===== src/hdl/ost_pkg.sv =====
// ============================================================================
// Ordered set table package
// Field widths, operation and status codes, and the cell control bundle.
// ============================================================================
`default_nettype none

package ost_pkg;

    localparam int OP_W     = 2;
    localparam int VALUE_W  = 32;
    localparam int CNT_W    = 5;
    localparam int STATUS_W = 2;

    localparam logic [OP_W-1:0] OP_INSERT  = 2'd0;
    localparam logic [OP_W-1:0] OP_REMOVE  = 2'd1;
    localparam logic [OP_W-1:0] OP_MEMBER  = 2'd2;
    localparam logic [OP_W-1:0] OP_ORDINAL = 2'd3;

    localparam logic [STATUS_W-1:0] ST_OK     = 2'd0;
    localparam logic [STATUS_W-1:0] ST_FULL   = 2'd1;
    localparam logic [STATUS_W-1:0] ST_ABSENT = 2'd2;
    localparam logic [STATUS_W-1:0] ST_EMPTY  = 2'd3;

    // Control broadcast from the sequencer to every cell of the chain.
    typedef struct packed {
        logic compare;    // latch the match flag against the current key
        logic insert_go;  // every cell takes its left neighbor's value
        logic remove_go;  // cells at or past the hit take their right neighbor
    } cell_ctrl_t;

endpackage

`default_nettype wire


===== src/hdl/ost_cell.sv =====
// ============================================================================
// Ordered set table cell
// One slot of the table: holds a value, compares it with the key, and
// shifts toward either neighbor on insert or remove.
// ============================================================================
`default_nettype none

module ost_cell
    import ost_pkg::*;
#(
    parameter int POS_W = 5,
    parameter int INDEX = 0
) (
    input  wire logic                      clk,
    input  wire cell_ctrl_t                ctrl,
    input  wire logic signed [VALUE_W-1:0] key,
    input  wire logic signed [VALUE_W-1:0] left_data,
    input  wire logic signed [VALUE_W-1:0] right_data,
    input  wire logic        [POS_W-1:0]   occupancy,
    input  wire logic        [POS_W-1:0]   hit_pos,
    output logic signed      [VALUE_W-1:0] slot_data,
    output logic                           match
);

    localparam logic [POS_W:0] MY_IDX = (POS_W+1)'(INDEX);
    localparam logic [POS_W:0] MY_POS = (POS_W+1)'(INDEX + 1);

    logic signed [VALUE_W-1:0] slot_reg;
    logic                      match_reg;
    logic                      cell_valid;
    logic                      take_right;

    // Only cells below the fill level hold live values.
    assign cell_valid = MY_IDX < {1'b0, occupancy};
    // A removal closes the gap from the hit cell to the back of the chain.
    assign take_right = ctrl.remove_go && (MY_POS >= {1'b0, hit_pos});

    always_ff @(posedge clk)
    begin
        if (ctrl.insert_go)
        begin
            slot_reg <= left_data;
        end
        else if (take_right)
        begin
            slot_reg <= right_data;
        end
        if (ctrl.compare)
        begin
            match_reg <= cell_valid && (slot_reg == key);
        end
    end

    assign slot_data = slot_reg;
    assign match     = match_reg;

endmodule

`default_nettype wire


===== src/hdl/ost_encode.sv =====
// ============================================================================
// Ordered set table hit encoder
// Turns the per-cell match flags into a hit flag and a 1-based position.
// ============================================================================
`default_nettype none

module ost_encode #(
    parameter int CAPACITY = 16,
    parameter int POS_W    = 5
) (
    input  wire logic [CAPACITY-1:0] match,
    output logic                     hit,
    output logic [POS_W-1:0]         hit_pos
);

    // Stored values are distinct, so at most one flag is set and an OR of
    // the candidate positions gives the position of that one.
    always_comb
    begin
        hit_pos = '0;
        for (int i = 0; i < CAPACITY; i++)
        begin
            if (match[i])
            begin
                hit_pos = hit_pos | POS_W'(i + 1);
            end
        end
    end

    assign hit = |match;

endmodule

`default_nettype wire


===== src/hdl/ordered_set_table_top.sv =====
// ============================================================================
// Ordered set table
// Insertion-ordered set of distinct 32-bit values built as a chain of cells.
// ============================================================================
// Usage:
// The input channel carries one item (op, value) per handshake; an item is
// taken when in_valid is high and in_stall is low. Ops are insert, remove,
// membership query and ordinal query. Every item yields exactly one result
// item (found, position, count, status) on the output channel, taken when
// out_valid is high and out_stall is low.
// An item moves through three steps after it is taken: every cell compares
// its slot with the key, the match flags are encoded into a position, and
// the chain shifts (insert at the front or close the gap on remove) while
// the result is loaded into the output register. The next item can be taken
// once the result has left the update step and the sequencer is back in
// idle. The sequencer holds one item at a time and takes no new item before
// the cell chain has shifted for the last one.
// When the receiver stalls, the result is held and the finished item waits
// in the update step, while an item already in the output register does not
// keep the block from taking the next input.
// Reset empties the table and drops any item in flight; slot contents are
// not cleared, since only slots below the fill level are ever compared.
// ============================================================================
`default_nettype none

module ordered_set_table_top
    import ost_pkg::*;
#(
    parameter int CAPACITY = 16
) (
    input  wire logic                      clk,
    input  wire logic                      rst_n,
    input  wire logic                      in_valid,
    output logic                           in_stall,
    input  wire logic        [OP_W-1:0]    op,
    input  wire logic signed [VALUE_W-1:0] value,
    output logic                           out_valid,
    input  wire logic                      out_stall,
    output logic                           found,
    output logic             [CNT_W-1:0]   position,
    output logic             [CNT_W-1:0]   count,
    output logic             [STATUS_W-1:0] status
);

    // Width that holds any fill level from zero up to the capacity.
    localparam int POS_W = $clog2(CAPACITY + 1);

    localparam logic [1:0] S_IDLE = 2'd0;
    localparam logic [1:0] S_CMP  = 2'd1;
    localparam logic [1:0] S_ENC  = 2'd2;
    localparam logic [1:0] S_UPD  = 2'd3;

    logic [1:0]                state_reg, state_next;
    logic [OP_W-1:0]           op_reg;
    logic signed [VALUE_W-1:0] value_reg;
    logic                      found_reg;
    logic [POS_W-1:0]          pos_reg;
    logic [POS_W-1:0]          occ_reg, occ_next;
    logic                      out_valid_reg;
    logic                      out_found_reg;
    logic [CNT_W-1:0]          out_pos_reg;
    logic [CNT_W-1:0]          out_cnt_reg;
    logic [STATUS_W-1:0]       out_status_reg;

    logic                      in_take;
    logic                      out_free;
    logic                      commit;
    logic                      is_full;
    logic                      enc_hit;
    logic [POS_W-1:0]          enc_pos;
    logic [STATUS_W-1:0]       status_next;
    cell_ctrl_t                ctrl;

    logic signed [VALUE_W-1:0] slot_data [CAPACITY];
    logic [CAPACITY-1:0]       match_vec;

    assign in_stall = (state_reg != S_IDLE);
    assign in_take  = in_valid && !in_stall;
    // The output register can take a new result when empty or being drained.
    assign out_free = !out_valid_reg || !out_stall;
    assign commit   = (state_reg == S_UPD) && out_free;
    assign is_full  = (occ_reg >= POS_W'(CAPACITY));

    // Cell control: compare in the first step, shift on the committing cycle.
    always_comb
    begin
        ctrl.compare   = (state_reg == S_CMP);
        ctrl.insert_go = commit && (op_reg == OP_INSERT) && !found_reg && !is_full;
        ctrl.remove_go = commit && (op_reg == OP_REMOVE) && found_reg;
    end

    // Fill level after the operation and the status of the result.
    always_comb
    begin
        occ_next    = occ_reg;
        status_next = ST_OK;
        case (op_reg)
            OP_INSERT:
            begin
                if (!found_reg)
                begin
                    if (is_full)
                    begin
                        status_next = ST_FULL;
                    end
                    else
                    begin
                        occ_next = occ_reg + POS_W'(1);
                    end
                end
            end
            OP_REMOVE:
            begin
                if (found_reg)
                begin
                    occ_next = occ_reg - POS_W'(1);
                end
                else
                begin
                    status_next = ST_ABSENT;
                end
            end
            OP_MEMBER, OP_ORDINAL:
            begin
                if (occ_reg == '0)
                begin
                    status_next = ST_EMPTY;
                end
            end
            default:
            begin
                status_next = ST_OK;
            end
        endcase
    end

    always_comb
    begin
        state_next = state_reg;
        case (state_reg)
            S_IDLE:
            begin
                if (in_take)
                begin
                    state_next = S_CMP;
                end
            end
            S_CMP:   state_next = S_ENC;
            S_ENC:   state_next = S_UPD;
            S_UPD:
            begin
                if (out_free)
                begin
                    state_next = S_IDLE;
                end
            end
            default: state_next = S_IDLE;
        endcase
    end

    always_ff @(posedge clk or negedge rst_n)
    begin
        if (!rst_n)
        begin
            state_reg     <= S_IDLE;
            occ_reg       <= '0;
            out_valid_reg <= 1'b0;
        end
        else
        begin
            state_reg <= state_next;
            if (commit)
            begin
                occ_reg       <= occ_next;
                out_valid_reg <= 1'b1;
            end
            else if (!out_stall)
            begin
                out_valid_reg <= 1'b0;
            end
        end
    end

    // Payload registers: item key, encoded hit and the result item.
    always_ff @(posedge clk)
    begin
        if (in_take)
        begin
            op_reg    <= op;
            value_reg <= value;
        end
        if (state_reg == S_ENC)
        begin
            found_reg <= enc_hit;
            pos_reg   <= enc_pos;
        end
        if (commit)
        begin
            out_found_reg  <= found_reg;
            out_pos_reg    <= found_reg ? CNT_W'(pos_reg) : CNT_W'(occ_reg);
            out_cnt_reg    <= CNT_W'(occ_next);
            out_status_reg <= status_next;
        end
    end

    // The chain: cell 0 is the front and takes the key on insert; the last
    // cell has no right neighbor and keeps its own value on remove.
    for (genvar g = 0; g < CAPACITY; g++)
    begin : g_cell
        logic signed [VALUE_W-1:0] left_in;
        logic signed [VALUE_W-1:0] right_in;

        if (g == 0)
        begin : g_front
            assign left_in = value_reg;
        end
        else
        begin : g_inner_left
            assign left_in = slot_data[g-1];
        end

        if (g == CAPACITY - 1)
        begin : g_back
            assign right_in = slot_data[g];
        end
        else
        begin : g_inner_right
            assign right_in = slot_data[g+1];
        end

        ost_cell #(
            .POS_W (POS_W),
            .INDEX (g)
        ) u_cell (
            .clk        (clk),
            .ctrl       (ctrl),
            .key        (value_reg),
            .left_data  (left_in),
            .right_data (right_in),
            .occupancy  (occ_reg),
            .hit_pos    (pos_reg),
            .slot_data  (slot_data[g]),
            .match      (match_vec[g])
        );
    end

    ost_encode #(
        .CAPACITY (CAPACITY),
        .POS_W    (POS_W)
    ) u_encode (
        .match   (match_vec),
        .hit     (enc_hit),
        .hit_pos (enc_pos)
    );

    assign out_valid = out_valid_reg;
    assign found     = out_found_reg;
    assign position  = out_pos_reg;
    assign count     = out_cnt_reg;
    assign status    = out_status_reg;

endmodule

`default_nettype wire


===== config.mk =====
export PLATFORM = sky130hd
export DESIGN_NAME = ordered_set_table_top
export DESIGN_NICKNAME = d
export VERILOG_FILES = /design/src/hdl/ost_pkg.sv /design/src/hdl/ost_cell.sv /design/src/hdl/ost_encode.sv /design/src/hdl/ordered_set_table_top.sv
export SDC_FILE = /design/constraint.sdc
export NUM_CORES = 1
export LEC_CHECK = 0
export BUFFER_PORTS_ARGS = -buffer_cell sky130_fd_sc_hd__buf_2
export CAP_MARGIN = 10
export CORE_MARGIN = 2
export CORE_UTILIZATION = 59
export CTS_BUF_LIST = sky130_fd_sc_hd__clkbuf_2 sky130_fd_sc_hd__clkbuf_4 sky130_fd_sc_hd__clkbuf_8
export DETAILED_ROUTE_END_ITERATION = 6
export GPL_TIMING_DRIVEN = 0
export MAX_ROUTING_LAYER = met4
export PLACE_DENSITY = 0.82
export SLEW_MARGIN = 20
export SYNTH_ARGS = -nofsm -noshare
export SYNTH_HDL_FRONTEND = slang
export SYNTH_SLANG_ARGS = --single-unit

===== constraint.sdc =====
create_clock -name clk -period 4.73 [get_ports clk]
set_clock_uncertainty 0.15 [all_clocks]
set_input_delay 0.946 -clock clk [delete_from_list [all_inputs] [get_ports clk]]
set_output_delay 0.946 -clock clk [all_outputs]
set_load 0.02 [all_outputs]

; Word level (Yosys, flattened, before mapping)
; Cells that the tools add are included.
[totals]
register_bits = 589
in_bits = 38
out_inout_bits = 15
[classes]
n_lt_le_gt_ge = 32
eq_ne = 25
muxes = 60
addsub = 2
reduce_logical = 66
[op_table]
columns = operator, count
row1 = $mux 32, 30
row2 = $eq 32x32->1, 16
row3 = $ge 4x5->1 const A, 8
row4 = $lt 4x5->1 const A, 8
row5 = $logic_and 1x1->1, 38
row6 = $mux 4, 8
row7 = $reduce_bool 2->1, 16
row8 = $ge 3x5->1 const A, 4
row9 = $lt 3x5->1 const A, 4
row10 = $mux 5, 4
row11 = $reduce_or 16->1, 1
row12 = $mux 2, 6
row13 = $mux 3, 4
row14 = $ge 2x5->1 const A, 2
row15 = $lt 1x5->1 const A, 2
row16 = $lt 2x5->1 const A, 2
row17 = $pmux 5 s2, 1
row18 = $eq 2x2->1 const B, 4
row19 = $pmux 2 s4, 1
row20 = $pmux 2 s3, 1
row21 = $add 5x1->5 const B, 1
row22 = $ge 1x5->1 const A, 1
row23 = $ge 5x5->1 const B, 1
row24 = $logic_not 1->1, 5
row25 = 10 further kinds, 17

; Depth between registers and ports, before layout
[depth]
depth_word = 15
mapped_depth = 8
mapped_depth_nobuf = 7

; Modules after synthesis
; A second synthesis with hierarchy kept.
[hier_totals]
hier_cells = 2016
area_unflattened_um2 = 30565.6
[modules_own_cells]
columns = mod, area_each_um2, instances, cells_each
row1 = ost_cell (g_cell[13].u_cell ...), 1750.4, 2, 116
row2 = ost_cell (g_cell[14].u_cell ...), 1745.4, 2, 115
row3 = ordered_set_table_top, 2357.3, 1, 141
row4 = ost_cell (g_cell[1].u_cell), 1778.0, 1, 116
row5 = ost_cell (g_cell[12].u_cell), 1774.2, 1, 117
row6 = ost_cell (g_cell[2].u_cell), 1774.2, 1, 115
row7 = ost_cell (g_cell[8].u_cell), 1766.7, 1, 116
row8 = ost_cell (g_cell[10].u_cell), 1761.7, 1, 117
row9 = ost_cell (g_cell[9].u_cell), 1759.2, 1, 118
row10 = ost_cell (g_cell[5].u_cell), 1757.9, 1, 117
row11 = ost_cell (g_cell[0].u_cell), 1755.4, 1, 116
row12 = ost_cell (g_cell[11].u_cell), 1751.7, 1, 117
row13 = ost_cell (g_cell[3].u_cell), 1751.7, 1, 116
row14 = ost_cell (g_cell[7].u_cell), 1747.9, 1, 116
row15 = +2 rows, --, --, --

; Least setup slack after synthesis
; No wires, ideal clock.
[synth_path]
kind = in2reg
from = in out_stall
to = reg g_cell[11].u_cell.slot_reg[0] (enable)
arrival_time_ns = 4.274
setup_ns = 0.466
cell_stages = 6
setup_slack_ns = -0.160
cell_sequence = a21bo_4 inv_2 nand2_1 or3_1 clkbuf_2 o21ai_0
[synth_via]
elab_chain_len = 7
word_cells_on_any_way = 10
[synth_lines]
columns = element, line
row1 = "start, declared", ordered_set_table_top.sv:38  ; input wire logic out_stall,
row2 = $logic_not 1->1 (*), --
row3 = $logic_or 1x1->1 (*), ordered_set_table_top.sv:80  ; assign out_free = !out_valid_reg || !out_stall;
row4 = $logic_and 1x1->1 (*), ordered_set_table_top.sv:81  ; assign commit = (state_reg == S_UPD) && out_free;
row5 = via commit, ordered_set_table_top.sv:67  ; logic commit;
row6 = "$logic_and 1x1->1, on equally long branches (2 in series)", "ordered_set_table_top.sv:88, ordered_set_table_top.sv:89"
row7 = "$logic_and 1x1->1, on equally long branches", "ordered_set_table_top.sv:88, ost_cell.sv:36"
row8 = $reduce_bool 2->1 (no source line) (*), --
row9 = "end signal, assigned", ost_cell.sv:42  ; slot_reg <= left_data;
row10 = "end signal, assigned", ost_cell.sv:46  ; slot_reg <= right_data;
row11 = "end, declared", ost_cell.sv:28  ; logic signed [VALUE_W-1:0] slot_reg;
; Mark *: on every way through the listed nets, which the timed path passes. The rest lies on a longest branch.
; A chain may end at the register's enable or synchronous reset.

; Worst setup path after layout
[layout_path]
from = reg state_reg[1]
to = reg g_cell[13].u_cell.slot_reg[26] (enable)
[layout_via]
elab_chain_len = 6
word_cells_on_any_way = 9
[layout_lines]
columns = element, line
row1 = "start, declared", ordered_set_table_top.sv:53  ; logic [1:0] state_reg, state_next;
row2 = "start signal, assigned", ordered_set_table_top.sv:171  ; state_reg <= state_next;
row3 = $eq 2x2->1 (*), ordered_set_table_top.sv:81
row4 = $logic_and 1x1->1 (*), ordered_set_table_top.sv:81
row5 = via commit, ordered_set_table_top.sv:67
row6 = "$logic_and 1x1->1, on equally long branches (2 in series)", "ordered_set_table_top.sv:88, ordered_set_table_top.sv:89"
row7 = "$logic_and 1x1->1, on equally long branches", "ordered_set_table_top.sv:88, ost_cell.sv:36"
row8 = $reduce_bool 2->1 (no source line) (*), --
row9 = "end signal, assigned", ost_cell.sv:42
row10 = "end signal, assigned", ost_cell.sv:46
row11 = "end, declared", ost_cell.sv:28
; Marks and branches as above.

==> impl_metrics.ini <==
[global_routing]
grt_util_all_layers = 0.365
grt_start_max_net_pins = 42
first_global_vias = 19300
grt_overflow = 0
grt_first_pass_wirelength_um = 135000
grt_antenna_before_repair = 1

[finish]
largest_register_ff_count = 512
final_net_count = 2250
num-fill-cells = 3617
multiInputGateArea_um2 = 12000
seqCellArea_um2 = 17600
area_growth_syn_to_layout_pct = 12.0
cell_area_after_layout_um2 = 34200
final_layout_size_suffix_gt1_frac = 0.349

[drt]
drtIter0Drc = 2968
antenna_left = 0
remaining_drc_errors = 0
drt-pass1-iter-count = 5
drt-vias-per-instance = 6.59
detail_route.wl_per_cell_um = 32.0
routed_wirelength_um = 94700
route.vias.total = 19500

[logic_synthesis]
yosys.area_share.simple = 0.0470
compound_gate_fraction_of_synth_area = 0.00982
ys_types = 50
muxShareOfSynthArea = 0.178
synth_sequential_area_ratio = 0.577
yosysMostFrequentCell = sky130_fd_sc_hd__edfxtp_1
synth_warnings = 0
synth.ff_latch_count = 589
synth_area_per_cell_um2 = 15.0
synth_top_family_by_area = multiplexers
syn_inst = 2035
synth_ff_type = sky130_fd_sc_hd__edfxtp_1
postSynth.asyncResetShare = 0.0136
synth_edf_count = 581
synth.cells.most_frequent = sky130_fd_sc_hd__edfxtp_1 (581), sky130_fd_sc_hd__mux2_2 (433), sky130_fd_sc_hd__xor2_1 (429), sky130_fd_sc_hd__nor4_1 (115), sky130_fd_sc_hd__xnor2_1 (89)
synth_fp_nets = 2082
yosys.area_share.adder = 0.00368
syn_std_cell_area_um2 = 30600
synth_top_area_frac = 0.571
post-synth-top-area-cell = sky130_fd_sc_hd__edfxtp_1
synthXorXnorAreaFrac = 0.148
cells_taking_the_most_area_after_synthesis = sky130_fd_sc_hd__edfxtp_1 (57%), sky130_fd_sc_hd__mux2_2 (16%), sky130_fd_sc_hd__xor2_1 (12%), sky130_fd_sc_hd__xnor2_1 (2.5%), sky130_fd_sc_hd__nor4_1 (2.4%)

[clock_network]
cts.sinks = 589
cts.path.max_buffers = 3
clk-insertion-delay-late_ns = 0.71
clk_pin_slew_ns = 0.06
cts.repair_timing.setup_buffer_count = 0
numCtsBuffers = 96
cts_repair_resize_count = 0
clock-root-buffer = sky130_fd_sc_hd__clkbuf_8
h-tree-depth = 3
tritoncts = built

[placement]
placed_area_um2 = 32300
last_weighted_congestion_value_of_the_routability_driven_placer = 1.04
detailed_place_hpwl_um = 72600
io_buffer_count = 52
dpl_worst_slack_ns = 0.615

[power_and_ir_drop]
ir_drop_worst_case_vdd_uv = 186
comb_power_frac = 0.158
power.switching_mw = 3.72
cell_internal_pwr_mw = 8.90
power_density_nw_per_um2 = 369
p_clk_frac = 0.369
power.sequential.fraction = 0.474
totalPowerFinal_mw = 12.6
leakage_nw = 7.93
switching_share = 0.295

[sta]
clock.fmax_mhz = 293
timing.final.crit_share = 0.722
worst_slack_setup_final_ns = 1.31
setup_violations = 0
final.min_clock_period_ns = 3.42
slew_violations = 0
rsz_0062_raised_after_global_routing = no
max-slew-margin-rel = 0.244
timing_hold_violations_final = 0
worst_slew_pin_slew_ns = 1.12

[setup_path]
critical_path_arrival_ns = 3.67
reg2reg_to = g_cell[13].u_cell.slot_data[26]$_DFFE_PP_
worst-setup-path-type = reg2reg
crit-reg2reg-launch = state_reg[1]$_DFFE_PN0P_
worstSetupEndpoint = g_cell[13].u_cell.slot_data[26]$_DFFE_PP_
worstSetupStartpointType = register
end_kind = register
cp.required_ns = 4.98
cp_max_fo = 17
r2r_cells = 8
reg2reg_slack_ns = 1.31
critPathLaunch = state_reg[1]$_DFFE_PN0P_

[die]
chipHeight_um = 232
core_region_area_um2 = 51300
io_pins = 53
floorplan.die_area_um2 = 53700
die_width_um = 232
row_count = 83
start_util = 0.596

[min_path]
min_delay_path_depth = 1
min-delay-path-class = in2reg

[status]
status = finished clean

[job]
max_cap_viol_count = 0
-- per-stage QoR --
step | hold slack (ns) | setup TNS (ns) | utilization | cells
4_1_cts | 0.243 | 0 | 0.667 | 2960
6_report | 0.262 | 0 | 0.667 | 2962
2_1_floorplan | 0.271 | -35.82 | - | 2035
5_1_grt | 0.270 | 0 | 0.667 | 2962
3_5_place_dp | 0.278 | 0 | 0.629 | 2783
3_3_place_gp | 0.281 | -530.63 | 0.618 | 2767
-- placed cells by master, fill, tap and decap left out, drive strengths merged, types with 2 or more instances in the layout --
cell type	Yosys	routed
edfxtp	581	581
mux2	483	483
xor2	429	429
buf	122	191
clkbuf	7	132
nor4	115	115
xnor2	89	89
clkinv	0	41
nand4	39	39
nand3	24	24
nor3	22	22
o21ai	20	20
nand2	19	19
nor2	12	12
inv	11	12
a21oi	10	10
ha	9	9
dfrtp	8	8
bufinv	0	6
and3	4	4
a2111oi	3	3
clkinvlp	0	3
a31oi	3	3
nand2b	2	2
or2	2	2
nor2b	2	2
a211oi	2	2
a21o	2	2
a41oi	2	2
or3	2	2
-- critical path, cell delays in order, from the launching register on --
cell and delay (ns):
sky130_fd_sc_hd__dfrtp_1 0.40, sky130_fd_sc_hd__ha_1 0.22, sky130_fd_sc_hd__a21bo_4 0.27, sky130_fd_sc_hd__inv_2 0.27
sky130_fd_sc_hd__nand2_1 0.16, sky130_fd_sc_hd__or3_1 0.37, sky130_fd_sc_hd__clkbuf_2 0.30, sky130_fd_sc_hd__o21ai_4 0.68
sky130_fd_sc_hd__buf_16 0.25
-- cell families (layout without fill, tap and decap cells) --
group,after synthesis,in the layout
muxes,484,484
AOI/OAI and AO/OA,48,48
xor gates and xnor gates,518,518
buffers and inverters,140,386
adders and majority gates,9,9
DFF,589,589
and+or+nand+nor,247,247
other,0,1
-- power by group through the flow --
| stage | combinational, mW | sequential, mW | clock [mW] |
|---|---|---|---|
| CTS | 1.91 | 5.98 | 4.64 |
| finish | 1.99 | 5.98 | 4.65 |
| floorplan | 1.08 | 6.09 | 0 |
| global route | 2.04 | 6.00 | 4.84 |
| detailed placement | 1.89 | 6.09 | 0 |
| global placement | 1.83 | 6.08 | 0 |
-- what timing repair did --
| item | CTS | global route |
|---|---|---|
| endpoints found under the setup margin | 0 | 0 |
| endpoints found under the hold margin | 8 | 0 |
| hold buffers | 1 | 0 |
-- how the worst min path moves through the flow --
stage                              from                               to
finish                        value[31]  g_cell[0].left_in[31]$_DFFE_PP_
global route                  value[28]  g_cell[0].left_in[28]$_DFFE_PP_
CTS                            value[8]   g_cell[0].left_in[8]$_DFFE_PP_
detailed placement  found_reg$_DFFE_PP_                  found$_DFFE_PN_
global placement    found_reg$_DFFE_PP_                  found$_DFFE_PN_
floorplan           found_reg$_DFFE_PP_                  found$_DFFE_PN_
-- layer usage --
layer,GRT usage,share of wire,vias to the layer above
met3,0.124,0.14,204
met2,0.536,0.45,1443
li1,-,-,7933
met1,0.478,0.38,9951
met5,-,0,-
met4,0.116,0.030,0
-- final cells by class --
class	instances	share of cell area
diodes	1	0.0000731
plain buffers	129	0.0307
clock buffers	125	0.0457
clock inverters	51	0.0110
inverters	11	0.00128
multi-input cells	1306	0.351
flip-flops and latches	589	0.515
well taps	680	0.0249
repair buffers	70	0.0205
(Power assumes the default switching activity.)
